===== src/rtl/core/radar_presence_frame_parser_macros.svh =====
// Assertion macros shared by the radar frame parser RTL.
// No dependencies; included by files that carry concurrent checks.
`ifndef RADAR_PRESENCE_FRAME_PARSER_MACROS_SVH
`define RADAR_PRESENCE_FRAME_PARSER_MACROS_SVH

// Same-cycle implication, checked outside reset.
`define RPFP_ASSERT_NOW(label, clk, rst_n, ante, cons) \
    label: assert property (@(posedge clk) disable iff (!rst_n) (ante) |-> (cons)) \
        else $error("rpfp check failed");

// Next-cycle implication, checked outside reset.
`define RPFP_ASSERT_NEXT(label, clk, rst_n, ante, cons) \
    label: assert property (@(posedge clk) disable iff (!rst_n) (ante) |=> (cons)) \
        else $error("rpfp check failed");

`endif


===== src/rtl/core/rpfp_pkg.sv =====
// Shared types and constants for the radar presence frame parser.
// No dependencies; used by rpfp_parser and the top level.
package rpfp_pkg;

    localparam logic [7:0] HDR_B1 = 8'hF4;
    localparam logic [7:0] HDR_B2 = 8'hF3;
    localparam logic [7:0] HDR_B3 = 8'hF2;
    localparam logic [7:0] HDR_B4 = 8'hF1;
    localparam logic [7:0] FTR_B1 = 8'hF8;
    localparam logic [7:0] FTR_B2 = 8'hF7;
    localparam logic [7:0] FTR_B3 = 8'hF6;
    localparam logic [7:0] FTR_B4 = 8'hF5;

    localparam int IDX_W = 7;
    localparam int LIMIT_W = 6;
    localparam logic [IDX_W-1:0] IDX_SATURATE = 7'd64;
    localparam logic [LIMIT_W-1:0] OVF_LIMIT_RESET = 6'd60;

    // payload indices that get captured
    localparam logic [IDX_W-1:0] IDX_TARGET = 7'd4;
    localparam logic [IDX_W-1:0] IDX_MOV_ENERGY = 7'd7;
    localparam logic [IDX_W-1:0] IDX_STAT_ENERGY = 7'd10;
    localparam logic [IDX_W-1:0] IDX_DIST_LO = 7'd11;
    localparam logic [IDX_W-1:0] IDX_DIST_HI = 7'd12;

    localparam int OUT_W = 48;

    typedef enum logic [2:0] {
        PH_HDR1,
        PH_HDR2,
        PH_HDR3,
        PH_HDR4,
        PH_BODY,
        PH_FT1,
        PH_FT2,
        PH_FT3
    } phase_t;

    typedef struct packed {
        logic [15:0] distance;
        logic [7:0]  static_energy;
        logic [7:0]  moving_energy;
        logic        stationary;
        logic        moving;
        logic        presence;
        logic [7:0]  target_state;
    } result_t;

endpackage


===== src/rtl/core/rpfp_parser.sv =====
// Frame parser core: header hunt, payload count, captures and footer check.
// Depends on rpfp_pkg and radar_presence_frame_parser_macros.svh.
`include "radar_presence_frame_parser_macros.svh"

module rpfp_parser
(
    input  logic                          clk,
    input  logic                          rst_n,
    input  logic                          step,
    input  logic [7:0]                    data_byte,
    input  logic [rpfp_pkg::LIMIT_W-1:0]  overflow_limit,
    output logic                          res_valid,
    output rpfp_pkg::result_t             res
);

    rpfp_pkg::phase_t phase_reg, phase_next;
    logic [rpfp_pkg::IDX_W-1:0] idx_reg, idx_next, idx_inc;
    logic [7:0] tgt_reg, tgt_next;
    logic [7:0] mov_reg, mov_next;
    logic [7:0] stat_reg, stat_next;
    logic [7:0] dlo_reg, dlo_next;
    logic [7:0] dhi_reg, dhi_next;
    logic take;
    logic over;

    always_ff @(posedge clk or negedge rst_n)
    begin
        if (!rst_n)
        begin
            phase_reg <= rpfp_pkg::PH_HDR1;
            idx_reg   <= '0;
            tgt_reg   <= '0;
            mov_reg   <= '0;
            stat_reg  <= '0;
            dlo_reg   <= '0;
            dhi_reg   <= '0;
        end
        else if (step)
        begin
            phase_reg <= phase_next;
            idx_reg   <= idx_next;
            tgt_reg   <= tgt_next;
            mov_reg   <= mov_next;
            stat_reg  <= stat_next;
            dlo_reg   <= dlo_next;
            dhi_reg   <= dhi_next;
        end
    end

    // index after counting this byte, saturating
    assign idx_inc = (idx_reg < rpfp_pkg::IDX_SATURATE) ? idx_reg + 7'd1 : idx_reg;
    assign over = (idx_inc >= {1'b0, overflow_limit});

    always_comb
    begin
        phase_next = phase_reg;
        idx_next   = idx_reg;
        take       = 1'b0;
        res_valid  = 1'b0;
        case (phase_reg)
            rpfp_pkg::PH_HDR1:
            begin
                if (data_byte == rpfp_pkg::HDR_B1)
                    phase_next = rpfp_pkg::PH_HDR2;
            end
            rpfp_pkg::PH_HDR2:
            begin
                phase_next = (data_byte == rpfp_pkg::HDR_B2) ? rpfp_pkg::PH_HDR3
                                                              : rpfp_pkg::PH_HDR1;
            end
            rpfp_pkg::PH_HDR3:
            begin
                phase_next = (data_byte == rpfp_pkg::HDR_B3) ? rpfp_pkg::PH_HDR4
                                                              : rpfp_pkg::PH_HDR1;
            end
            rpfp_pkg::PH_HDR4:
            begin
                if (data_byte == rpfp_pkg::HDR_B4)
                begin
                    phase_next = rpfp_pkg::PH_BODY;
                    idx_next   = '0;
                end
                else
                    phase_next = rpfp_pkg::PH_HDR1;
            end
            rpfp_pkg::PH_BODY:
            begin
                take     = 1'b1;
                idx_next = idx_inc;
                if (data_byte == rpfp_pkg::FTR_B1)
                    phase_next = rpfp_pkg::PH_FT1;
                else if (over)
                    phase_next = rpfp_pkg::PH_HDR1;
            end
            rpfp_pkg::PH_FT1:
            begin
                take       = 1'b1;
                idx_next   = idx_inc;
                phase_next = (data_byte == rpfp_pkg::FTR_B2) ? rpfp_pkg::PH_FT2
                                                              : rpfp_pkg::PH_BODY;
            end
            rpfp_pkg::PH_FT2:
            begin
                take       = 1'b1;
                idx_next   = idx_inc;
                phase_next = (data_byte == rpfp_pkg::FTR_B3) ? rpfp_pkg::PH_FT3
                                                              : rpfp_pkg::PH_BODY;
            end
            rpfp_pkg::PH_FT3:
            begin
                take     = 1'b1;
                idx_next = idx_inc;
                if (data_byte == rpfp_pkg::FTR_B4)
                begin
                    res_valid  = step;
                    phase_next = rpfp_pkg::PH_HDR1;
                end
                else
                    phase_next = rpfp_pkg::PH_BODY;
            end
            default:
            begin
                phase_next = rpfp_pkg::PH_HDR1;
            end
        endcase
    end

    // captures keep their value across frames
    always_comb
    begin
        tgt_next  = tgt_reg;
        mov_next  = mov_reg;
        stat_next = stat_reg;
        dlo_next  = dlo_reg;
        dhi_next  = dhi_reg;
        if (take)
        begin
            case (idx_reg)
                rpfp_pkg::IDX_TARGET:      tgt_next  = data_byte;
                rpfp_pkg::IDX_MOV_ENERGY:  mov_next  = data_byte;
                rpfp_pkg::IDX_STAT_ENERGY: stat_next = data_byte;
                rpfp_pkg::IDX_DIST_LO:     dlo_next  = data_byte;
                rpfp_pkg::IDX_DIST_HI:     dhi_next  = data_byte;
                default: ;
            endcase
        end
    end

    // result includes the final footer byte's own capture
    always_comb
    begin
        res.target_state  = tgt_next;
        res.presence      = (tgt_next != 8'd0);
        res.moving        = (tgt_next inside {8'd1, 8'd3});
        res.stationary    = (tgt_next inside {8'd2, 8'd3});
        res.moving_energy = mov_next;
        res.static_energy = stat_next;
        res.distance      = {dhi_next, dlo_next};
    end

    `RPFP_ASSERT_NOW(a_idx_saturates, clk, rst_n, 1'b1, idx_reg <= rpfp_pkg::IDX_SATURATE)
    `RPFP_ASSERT_NOW(a_result_on_footer, clk, rst_n, res_valid,
        step && phase_reg == rpfp_pkg::PH_FT3 && data_byte == rpfp_pkg::FTR_B4)
    `RPFP_ASSERT_NEXT(a_header_clears_idx, clk, rst_n,
        step && phase_reg == rpfp_pkg::PH_HDR4 && data_byte == rpfp_pkg::HDR_B4,
        idx_reg == '0 && phase_reg == rpfp_pkg::PH_BODY)

endmodule


===== src/rtl/core/radar_presence_frame_parser.sv =====
// Radar presence frame parser, top level: input register, parser core, result register.
// Depends on rpfp_pkg and rpfp_parser.
//
// Usage:
//   s_tvalid/s_tready/s_tdata carry one received serial byte per item.
//   m_tvalid/m_tready/m_tdata carry one result item per complete frame
//   (header F4 F3 F2 F1, payload, footer F8 F7 F6 F5).
//   cfg_valid/cfg_ready/cfg_data write overflow_limit; cfg_ready is always high.
//   Write it only while no frame byte is in flight.
// Timing:
//   One item accepted per cycle, sustained while the result side does not stall.
//   A byte is held in the input register and parsed in a single pass; the
//   result register then loads from the parser, so m_tvalid rises from the
//   result register after the final footer byte leaves the input register.
// Stalls:
//   While m_tready is low with a result held, the input register holds its
//   byte and s_tready drops once it is full; nothing is dropped.
// Reset:
//   rst_n clears the parser to header hunt, index and captures to zero,
//   overflow_limit to 60, and both registers to empty.

module radar_presence_frame_parser
(
    input  logic                         clk,
    input  logic                         rst_n,
    input  logic                         s_tvalid,
    output logic                         s_tready,
    input  logic [7:0]                   s_tdata,   // [7:0] data_byte
    output logic                         m_tvalid,
    input  logic                         m_tready,
    // [7:0] target_state, [8] presence, [9] moving, [10] stationary,
    // [18:11] moving_energy, [26:19] static_energy, [42:27] distance, rest zero
    output logic [rpfp_pkg::OUT_W-1:0]   m_tdata,
    input  logic                         cfg_valid,
    output logic                         cfg_ready,
    input  logic [rpfp_pkg::LIMIT_W-1:0] cfg_data   // overflow_limit
);

    logic                         in_valid_reg;
    logic [7:0]                   in_byte_reg;
    logic                         out_valid_reg;
    rpfp_pkg::result_t            out_reg;
    logic [rpfp_pkg::LIMIT_W-1:0] limit_reg;
    logic                         advance;
    logic                         step;
    logic                         res_valid;
    rpfp_pkg::result_t            res;

    assign advance   = !out_valid_reg || m_tready;
    assign step      = in_valid_reg && advance;
    assign s_tready  = !in_valid_reg || advance;
    assign cfg_ready = 1'b1;

    always_ff @(posedge clk or negedge rst_n)
    begin
        if (!rst_n)
            limit_reg <= rpfp_pkg::OVF_LIMIT_RESET;
        else if (cfg_valid)
            limit_reg <= cfg_data;
    end

    always_ff @(posedge clk or negedge rst_n)
    begin
        if (!rst_n)
            in_valid_reg <= 1'b0;
        else if (s_tready)
            in_valid_reg <= s_tvalid;
    end

    always_ff @(posedge clk)
    begin
        if (s_tready && s_tvalid)
            in_byte_reg <= s_tdata;
    end

    rpfp_parser u_parser
    (
        .clk            (clk),
        .rst_n          (rst_n),
        .step           (step),
        .data_byte      (in_byte_reg),
        .overflow_limit (limit_reg),
        .res_valid      (res_valid),
        .res            (res)
    );

    always_ff @(posedge clk or negedge rst_n)
    begin
        if (!rst_n)
            out_valid_reg <= 1'b0;
        else if (advance)
            out_valid_reg <= res_valid;
    end

    always_ff @(posedge clk)
    begin
        if (advance && res_valid)
            out_reg <= res;
    end

    assign m_tvalid = out_valid_reg;
    assign m_tdata  = {{(rpfp_pkg::OUT_W - $bits(rpfp_pkg::result_t)){1'b0}}, out_reg};

endmodule


===== config.mk =====
export PLATFORM = sky130hd
export DESIGN_NAME = radar_presence_frame_parser
export DESIGN_NICKNAME = d
export VERILOG_FILES = /design/src/rtl/core/rpfp_pkg.sv /design/src/rtl/core/rpfp_parser.sv /design/src/rtl/core/radar_presence_frame_parser.sv
export VERILOG_INCLUDE_DIRS = /design/src /design/src/rtl/core
export SDC_FILE = /design/constraint.sdc
export NUM_CORES = 1
export LEC_CHECK = 0
export ABC_AREA = 1
export BUFFER_PORTS_ARGS = -buffer_cell sky130_fd_sc_hd__buf_2
export CAP_MARGIN = 20
export CORE_MARGIN = 5
export CORE_UTILIZATION = 60
export CTS_CLUSTER_DIAMETER = 150
export DETAILED_ROUTE_END_ITERATION = 6
export GPL_TIMING_DRIVEN = 1
export PLACE_DENSITY = 0.83
export SLEW_MARGIN = 20
export SYNTH_ARGS = -nofsm -noshare
export SYNTH_HDL_FRONTEND = slang
export SYNTH_SLANG_ARGS = --single-unit

===== constraint.sdc =====
create_clock -name clk -period 12.9 [get_ports clk]
set_input_delay 1.29 -clock clk [delete_from_list [all_inputs] [get_ports clk]]
set_output_delay 1.29 -clock clk [all_outputs]
set_load 0.05 [all_outputs]

==> impl_summary.md, run 1 <==
Outcome
The flow ran to the end, and the final reports show no timing, DRC or antenna violations.

Floorplanning
For this configuration, the core starts out at a cell density of 60.9%. The floorplan step defined a core boundary enclosing 8090 um^2. The die covers 10100 um^2. The horizontal die dimension is 101 um. The height of the chip is 101 um. The number of primary I/O pins is 70. Row generation in the floorplan step produced 33 rows.

Yosys
In this run, synthesis inferred 51 flip-flops with an integrated enable. The average cell area after synthesis is 9.62 um^2. Counting flops with an async set or reset pin after synthesis yields a share of 53.2%. The synthesized instance count is 512. In this run, distinct cell masters in the synthesized netlist total 34.

The share of the synthesized area in the top cell type is 31.1%. The post-synthesis cell area is 4930 um^2. The proportion of synthesized chip area in sequential cells is 60.6%. edfxtp_1 takes more of the synthesized area than any other cell. Yosys printed 0 warnings. Sorting the synthesized cells by area gives the leading types as edfxtp_1 (31%), dfrtp_1 (27%), nand2_1 (16%).

The synthesized design contains 109 register bits. The top flip-flop cell by instance count after synthesis is dfrtp_1.

Clocking
The clock insertion delay at the later pin of the skew report is 0.37 ns. TritonCTS created 9 clock buffers. After clock tree synthesis, the flow added hold-fix buffers numbering 0. The CTS tree is built. Post-CTS repair changed the size of 0 cells.

The tree is rooted in a clkbuf_8. The number of levels the H-tree was split into is 3. The clock-pin slew on the worst setup and hold paths is 0.10 ns. The clock drives 109 sinks. The post-CTS repair timing setup buffer count is 0.

The clock tree buffer depth is 2.

Power
The power per cell area is 112 nW/um^2. Across the VDD grid, the largest voltage drop is 0.0637 mV. The static leakage is 0.00272 uW.

Setup path
The most critical setup path has its endpoint at s_tready. The startpoint identified for the worst register-to-register timing path is u_parser.idx_reg[3]$_DFFE_PN0P_. The endpoint class of the critical path is a primary output. STA puts the critical path data required time at 11.61 ns.

In this run the register-to-register setup slack is 10.65 ns. The depth of the worst register-to-register path is 15. The critical setup path kind is in2out. The largest fanout on the critical path is 3. In this run the critical register-to-register path is captured at u_parser.phase_reg[2]$_DFFE_PN0P_.

Tracing the worst setup path back leads to its startpoint at m_tready. The kind of start point of the critical path is a primary input. The worst endpoint data arrival time is 1.77 ns.

Final layout
The most frequent standard cell in the layout excluding fill and tap cells is nand2_1. The register with the most flip-flops in the layout has 43 of them. The final net count is 601. The top cell types in the final layout, fill and taps aside, are nand2_1 (204), buf_2 (63), dfrtp_1 (54), edfxtp_1 (51), inv_1 (35). Fill cells in the final layout number 625. The share of post-route cells with drive strength above 1 is 18.9%.

After the flow finishes, the layout carries non-filler instances totaling 682. Relative to the synthesized area, the layout overhead comes to 10.7%. The number of antenna repair diodes is 0.

Global route
The number of global-route vias before repair is 3453. The first global-routing pass estimated 16200 um of wire. The largest net degree at the start of global routing is 59. The overall global routing resource usage is 20.4%. The overall overflow remaining after global route is 0. The initial antenna violation count is 0.

Placement
In this run, placement finished with an instance count of 666. After legalization and detailed placement, the total HPWL measured 6850 um. At the end of routability-driven placement, the weighted congestion stood at 0.833. The port buffer count is 63.

Timing
The final count of pins violating max slew was 0. The transition time at the pin with the least slew margin is 0.759 ns. The worst clock skew is 0.00976 ns.

The worst slew slack as a fraction of its limit is 49.3%. Adding up every negative setup slack in the final design gives 0 ns. Setup repair after global routing left no endpoint under its margin. Static timing analysis puts the maximum clock frequency at 0.327 GHz. The number of hold violations in the final report is 0. The final critical path takes up 23.7% of the cycle. The number of setup violations in the final report is 0. The final critical path time including I/O delays and setup is 3.06 ns.

Route
The routed layout has 3690 vias. The number of detailed-route iterations in the first pass is 5. In the routed layout, each cell is associated on average with a via count of 5.41. The first routing iteration left 321 violations. The total wire length after detailed routing is 9870 um. The remaining number of nets flagged by the antenna check after routing is 0. The number of DRC violations after detailed routing is 0. The routed length per instance is 14.5 um.

Worst hold path
In this run the worst hold path is classified as reg2reg.

Run
The number of maximum-capacitance violations is 0.
critical path: stages:
cell     delay, ns
buf_2         0.07
inv_1         0.04
nand3_1       0.09
buf_2         0.28
worst min-delay path by stage:
| stage | cells past startpoint | to | from |
|---|---|---|---|
| after global placement | 2 | u_parser.dhi_reg[2]$_DFFE_PN0P_ | u_parser.dhi_reg[2]$_DFFE_PN0P_ |
| after detailed placement | 2 | u_parser.stat_reg[7]$_DFFE_PN0P_ | u_parser.stat_reg[7]$_DFFE_PN0P_ |
| after floorplan | 2 | u_parser.dhi_reg[5]$_DFFE_PN0P_ | u_parser.dhi_reg[5]$_DFFE_PN0P_ |
| after CTS | 2 | u_parser.stat_reg[0]$_DFFE_PN0P_ | u_parser.stat_reg[0]$_DFFE_PN0P_ |
| after global routing | 2 | u_parser.mov_reg[3]$_DFFE_PN0P_ | u_parser.mov_reg[3]$_DFFE_PN0P_ |
| final | 2 | u_parser.stat_reg[0]$_DFFE_PN0P_ | u_parser.stat_reg[0]$_DFFE_PN0P_ |
area by class of cell:
class	count	area [um^2]	area share (%)
timing repair buffer	66	338	6.19
sequential	109	2990	54.8
inverter	37	139	2.55
tap	105	131	2.41
clock buffer	9	124	2.27
clock inverter	7	48.8	0.894
multi-input combinational	349	1690	30.9
per-layer routing:
| layer | vias to the layer above | track usage, % | wire length [um] | share of wire [%] |
|---|---|---|---|---|
| met5 | - | 0 | 0 | 0 |
| met4 | 0 | 9.33 | 256 | 2.6 |
| met3 | 22 | 3.39 | 774 | 7.8 |
| met2 | 174 | 33.6 | 4870 | 49 |
| met1 | 1722 | 26.5 | 3960 | 40 |
| li1 | 1772 | - | - | - |
metrics by stage:
step | util (%) | setup slack [ns] | cell area (um^2) | power, uW | hold slack, ns
3_5_place_dp | 65.3 | 9.84 | 5280 | 430 | 0.466
2_1_floorplan | - | 7.72 | 4940 | 415 | 0.449
6_report | 67.4 | 9.84 | 5460 | 611 | 0.489
3_3_place_gp | 65.3 | 9.85 | 5280 | 427 | 0.461
5_1_grt | 67.4 | 9.81 | 5460 | 633 | 0.517
4_1_cts | 67.4 | 9.84 | 5460 | 612 | 0.492
synth_stat cells, types with 5 or more instances:
cell type,number
a31oi_1,6
buf_4,8
o21ai_2,8
o21ai_0,15
o21ai_1,23
nand2_1,204
nor3_1,5
nor2_1,25
nand3_1,18
dfrtp_1,54
edfxtp_1,51
ha_1,10
inv_1,35
cells by family after synthesis:
logic type	share of synthesized area, %
AND/OR/NAND/NOR	23.5
multiplexers	0.229
flip-flops	60.6
other	0.152
AO/OA/AOI/OAI	6.50
buffers and inverters	5.54
adder cells (fa/ha/maj)	2.54
XOR/XNOR	0.889
report_power, final:
part,leakage (uW),internal [uW],total (uW),switching [uW]
clock network,0.0000898,71.0,189,118
registers,0.00132,372,378,6.19
logic,0.00131,11.5,44.0,32.6
total,0.00272,455,611,156
(Power assumes the default switching activity.)
==> run 2: changes to the inputs <==
--- a/config.mk
+++ b/config.mk
@@ -6,15 +6,15 @@
 export SDC_FILE = /design/constraint.sdc
 export NUM_CORES = 1
 export LEC_CHECK = 0
-export ABC_AREA = 1
+export ABC_AREA = 0
 export BUFFER_PORTS_ARGS = -buffer_cell sky130_fd_sc_hd__buf_2
 export CAP_MARGIN = 20
 export CORE_MARGIN = 5
-export CORE_UTILIZATION = 60
+export CORE_UTILIZATION = 57
 export CTS_CLUSTER_DIAMETER = 150
 export DETAILED_ROUTE_END_ITERATION = 6
 export GPL_TIMING_DRIVEN = 1
-export PLACE_DENSITY = 0.83
+export PLACE_DENSITY = 0.79
 export SLEW_MARGIN = 20
 export SYNTH_ARGS = -nofsm -noshare
 export SYNTH_HDL_FRONTEND = slang
==> constraint.sdc (replaced) <==
create_clock -name clk -period 2.85 [get_ports clk]
set_input_delay 0.285 -clock clk [delete_from_list [all_inputs] [get_ports clk]]
set_output_delay 0.285 -clock clk [all_outputs]
set_load 0.05 [all_outputs]
==> impl_summary.md, run 2 <==
Global route
The overall global routing resource usage is 18.0%. The initial antenna violation count is 0. The wire length of the first global-routing pass is 14500 um. Entering global routing, the biggest net connects 59 pins. The overall overflow remaining after global route is 0. The number of global-route vias before repair is 2910.

Route
The number of DRC violations after detailed routing is 0. The total wire length after detailed routing is 8960 um. The number of detailed-route iterations in the first pass is 4. After detailed routing, the number of vias per cell comes to 5.57. The number of DRC violations after detailed-routing iteration 0 is 154.

The total via count in the routed design is 2944. After detailed routing, the average wire length per cell comes to 16.9 um. The remaining number of nets flagged by the antenna check after routing is 0.

Timing
The transition time at the pin with the least slew margin is 0.748 ns. Setup repair after global routing left no endpoint under its margin. The worst slew slack as a fraction of its limit is 50.1%. The worst path setup slack after routing is 0.283 ns. Setup violations remaining at the end of the flow were counted as 0. For the final database, setup skew stands at 0.0129 ns. The fmax is 0.390 GHz. Dividing the final minimum period by the clock period gives 90.1%. The setup TNS is 0 ns. The number of hold violations in the final report is 0. The final critical path time including I/O delays and setup is 2.57 ns. The final count of pins violating max slew came to 0.

Yosys
Counting distinct cell types in the post-synthesis netlist gives 52. By instance count, the leading cell after synthesis is mux2_2. The commonest cells after synthesis are mux2_2 (81), dfrtp_1 (54), edfxtp_1 (51).

Dividing the synthesized area by the synthesized cell count gives 14.3 um^2. The share of the synthesized area in the top cell type is 30.8%. The number of synthesized flops with an enable pin is 51. In this run, synthesis produced a sequential element count of 109.

The count of synthesis-stage warnings from yosys is 0. In the synthesized netlist the dominant register cell turns out to be dfrtp_1. The most area-hungry cell type in the Yosys netlist is edfxtp_1.

Ranked by total cell area, the synthesized netlist is headed by edfxtp_1 (31%), dfrtp_1 (27%), mux2_2 (18%). The post-synthesis cell area is 4980 um^2. The post-synthesis async set-or-reset flop share is 53.2%.

Summing the sequential cell areas from Yosys gives 60.0% of the chip area. Synthesis handed over a netlist of 349 instances.

Final layout
The area added between synthesis and finish is 12.9%. Summing all non-filler instances in the final layout gives an area of 5620 um^2. The number of antenna diodes in the final layout is 0.

The share of post-route cells with drive strength above 1 is 45.1%. At the end of the flow, the number of nets in the layout was 445. Leaving out fill and tap cells, the most frequent cells in the layout are mux2_2 (81), buf_2 (63), dfrtp_1 (54), edfxtp_1 (51), nand2_1 (16). The final non-filler cell total is 529. The register with the most flip-flops in the layout has 43 of them. The library cell used most frequently in the layout, excluding fill and tap cells, is mux2_2.

Floorplanning
The floorplan step set the die width to 103 um. The starting density of the core is 57.6%. In this run the vertical extent of the chip is 103 um. 70 I/O pins were placed. The die covers 10700 um^2. The core outline area is 8640 um^2. The floorplan has 34 rows.

Setup path
STA classifies the critical path endpoint as a register. STA classifies the critical path startpoint as a register. Along the worst path, the maximum fanout reaches 7. STA puts the critical path data required time at 3.11 ns. The worst setup path is of the reg2reg kind.

The worst endpoint data arrival time is 2.83 ns.

Clocking
Clock-pin slew was measured on the worst setup and hold paths at 0.10 ns. The number of levels the H-tree was split into is 3. The clock drives 109 sinks. The CTS tree is built. Buffers inserted during clock tree synthesis total 9. The clock tree buffer depth is 2.

Buffers inserted to repair hold after CTS numbered 0. For the worst-skew pair, the clock arrives at the later sink with an insertion delay of 0.37 ns. Post-CTS repair changed the size of 0 cells. The buffer type at the clock tree root is clkbuf_8.

After clock tree synthesis, the setup repair step added 0 buffers.

Placement
The port buffer count is 63. The placed cell area is 5430 um^2. Routability-driven placement finished with a final weighted congestion of 0.846. Including well taps, the total number of placed cells is 513.

The pre-CTS worst setup slack is 0.302 ns. The half-perimeter wire length after detailed placement is 6190 um.

Power
For this design the ratio of total power to cell area is 492 nW/um^2. Total power for the finished layout comes to 2760 uW. Summed over all cells, the static leakage comes to 0.00269 uW.

IR analysis of the VDD net gives a maximum drop of 0.310 mV.

Run
Across the run, the number of max-cap violations was 0.

Outcome
The flow ran to the end, and the final reports show no timing, DRC or antenna violations.

Worst hold path
The tightest min-delay check is of the in2async type.
[run 2: cell types whose count changed after synthesis, moves of 8 or more]
cell and delta:
nand2_1 -188, mux2_2 +80, inv_1 -25, o21ai_1 -22, nand3_1 -15, nor2_1 -13
o21ai_2 -8
[run 2: cell families (layout without fill, tap and decap cells)]
group                    count (synthesis)  in the layout  synth area share (%)
AO/OA/AOI/OAI                           28             28                  3.90
XOR/XNOR                                 6              6                  1.06
adder cells (fa/ha/maj)                 10             10                  2.51
buffers and inverters                   32            100                  3.02
flip-flops                             109            109                  60.0
multiplexers                            85             85                  19.2
other                                    2              6                 0.151
AND/OR/NAND/NOR                         77             77                  10.2
[run 2: critical path: stages (launching register included)]
cell and delay (ns):
dfrtp_1 0.48, inv_1 0.10, ha_1 0.30, mux2_2 0.28, ha_1 0.27, nand2_1 0.04
o21ai_0 0.19, nand4_1 0.15, a31oi_2 0.28, mux2_2 0.36
[run 2: metal layers]
layer / routed length, um / vias to the layer above / global-route usage, %
li1: - / 1399 / -
met1: 4070 / 1456 / 26.0
met2: 4330 / 77 / 28.2
met3: 431 / 12 / 2.48
met4: 133 / 0 / 6.57
met5: 0 / - / 0
[run 2: layout make-up]
type	instances	area, um^2
clock buffer	9	124
fill	623	3020
tap	108	135
sequential	109	2990
clock inverter	7	63.8
timing repair buffer	74	410
inverter	10	37.5
multi-input combinational	212	1860
[run 2: path summary, 6_finish.rpt]
kind / start / to / slack, ns / depth (start not counted)
worst min register to register: u_parser.stat_reg[4]$_DFFE_PN0P_ / u_parser.stat_reg[4]$_DFFE_PN0P_ / 0.51 / 1
max in group asynchronous: rst_n / u_parser.mov_reg[2]$_DFFE_PN0P_ / 2.31 / 2
worst min-delay path: rst_n / u_parser.phase_reg[1]$_DFFE_PN0P_ / 0.05 / 2
min in group clk: s_tdata[4] / in_byte_reg[4]$_DFFE_PP_ / 0.09 / 1
worst max-delay path: u_parser.idx_reg[0]$_DFFE_PN0P_ / u_parser.phase_reg[1]$_DFFE_PN0P_ / 0.28 / 9
worst max register to register: u_parser.idx_reg[0]$_DFFE_PN0P_ / u_parser.phase_reg[1]$_DFFE_PN0P_ / 0.28 / 9
[run 2: report_power, final]
part / switching [uW] / internal, uW
clock network: 548 / 342
logic: 117 / 60.1
registers: 30.4 / 1670
[run 2: metrics by stage]
stage	util, %	hold slack, ns
after CTS	65.1	0.0671
after detailed placement	62.9	0.463
after global placement	62.9	0.462
final	65.1	0.0470
after global routing	65.1	0.0680
after floorplan	-	-0.0106
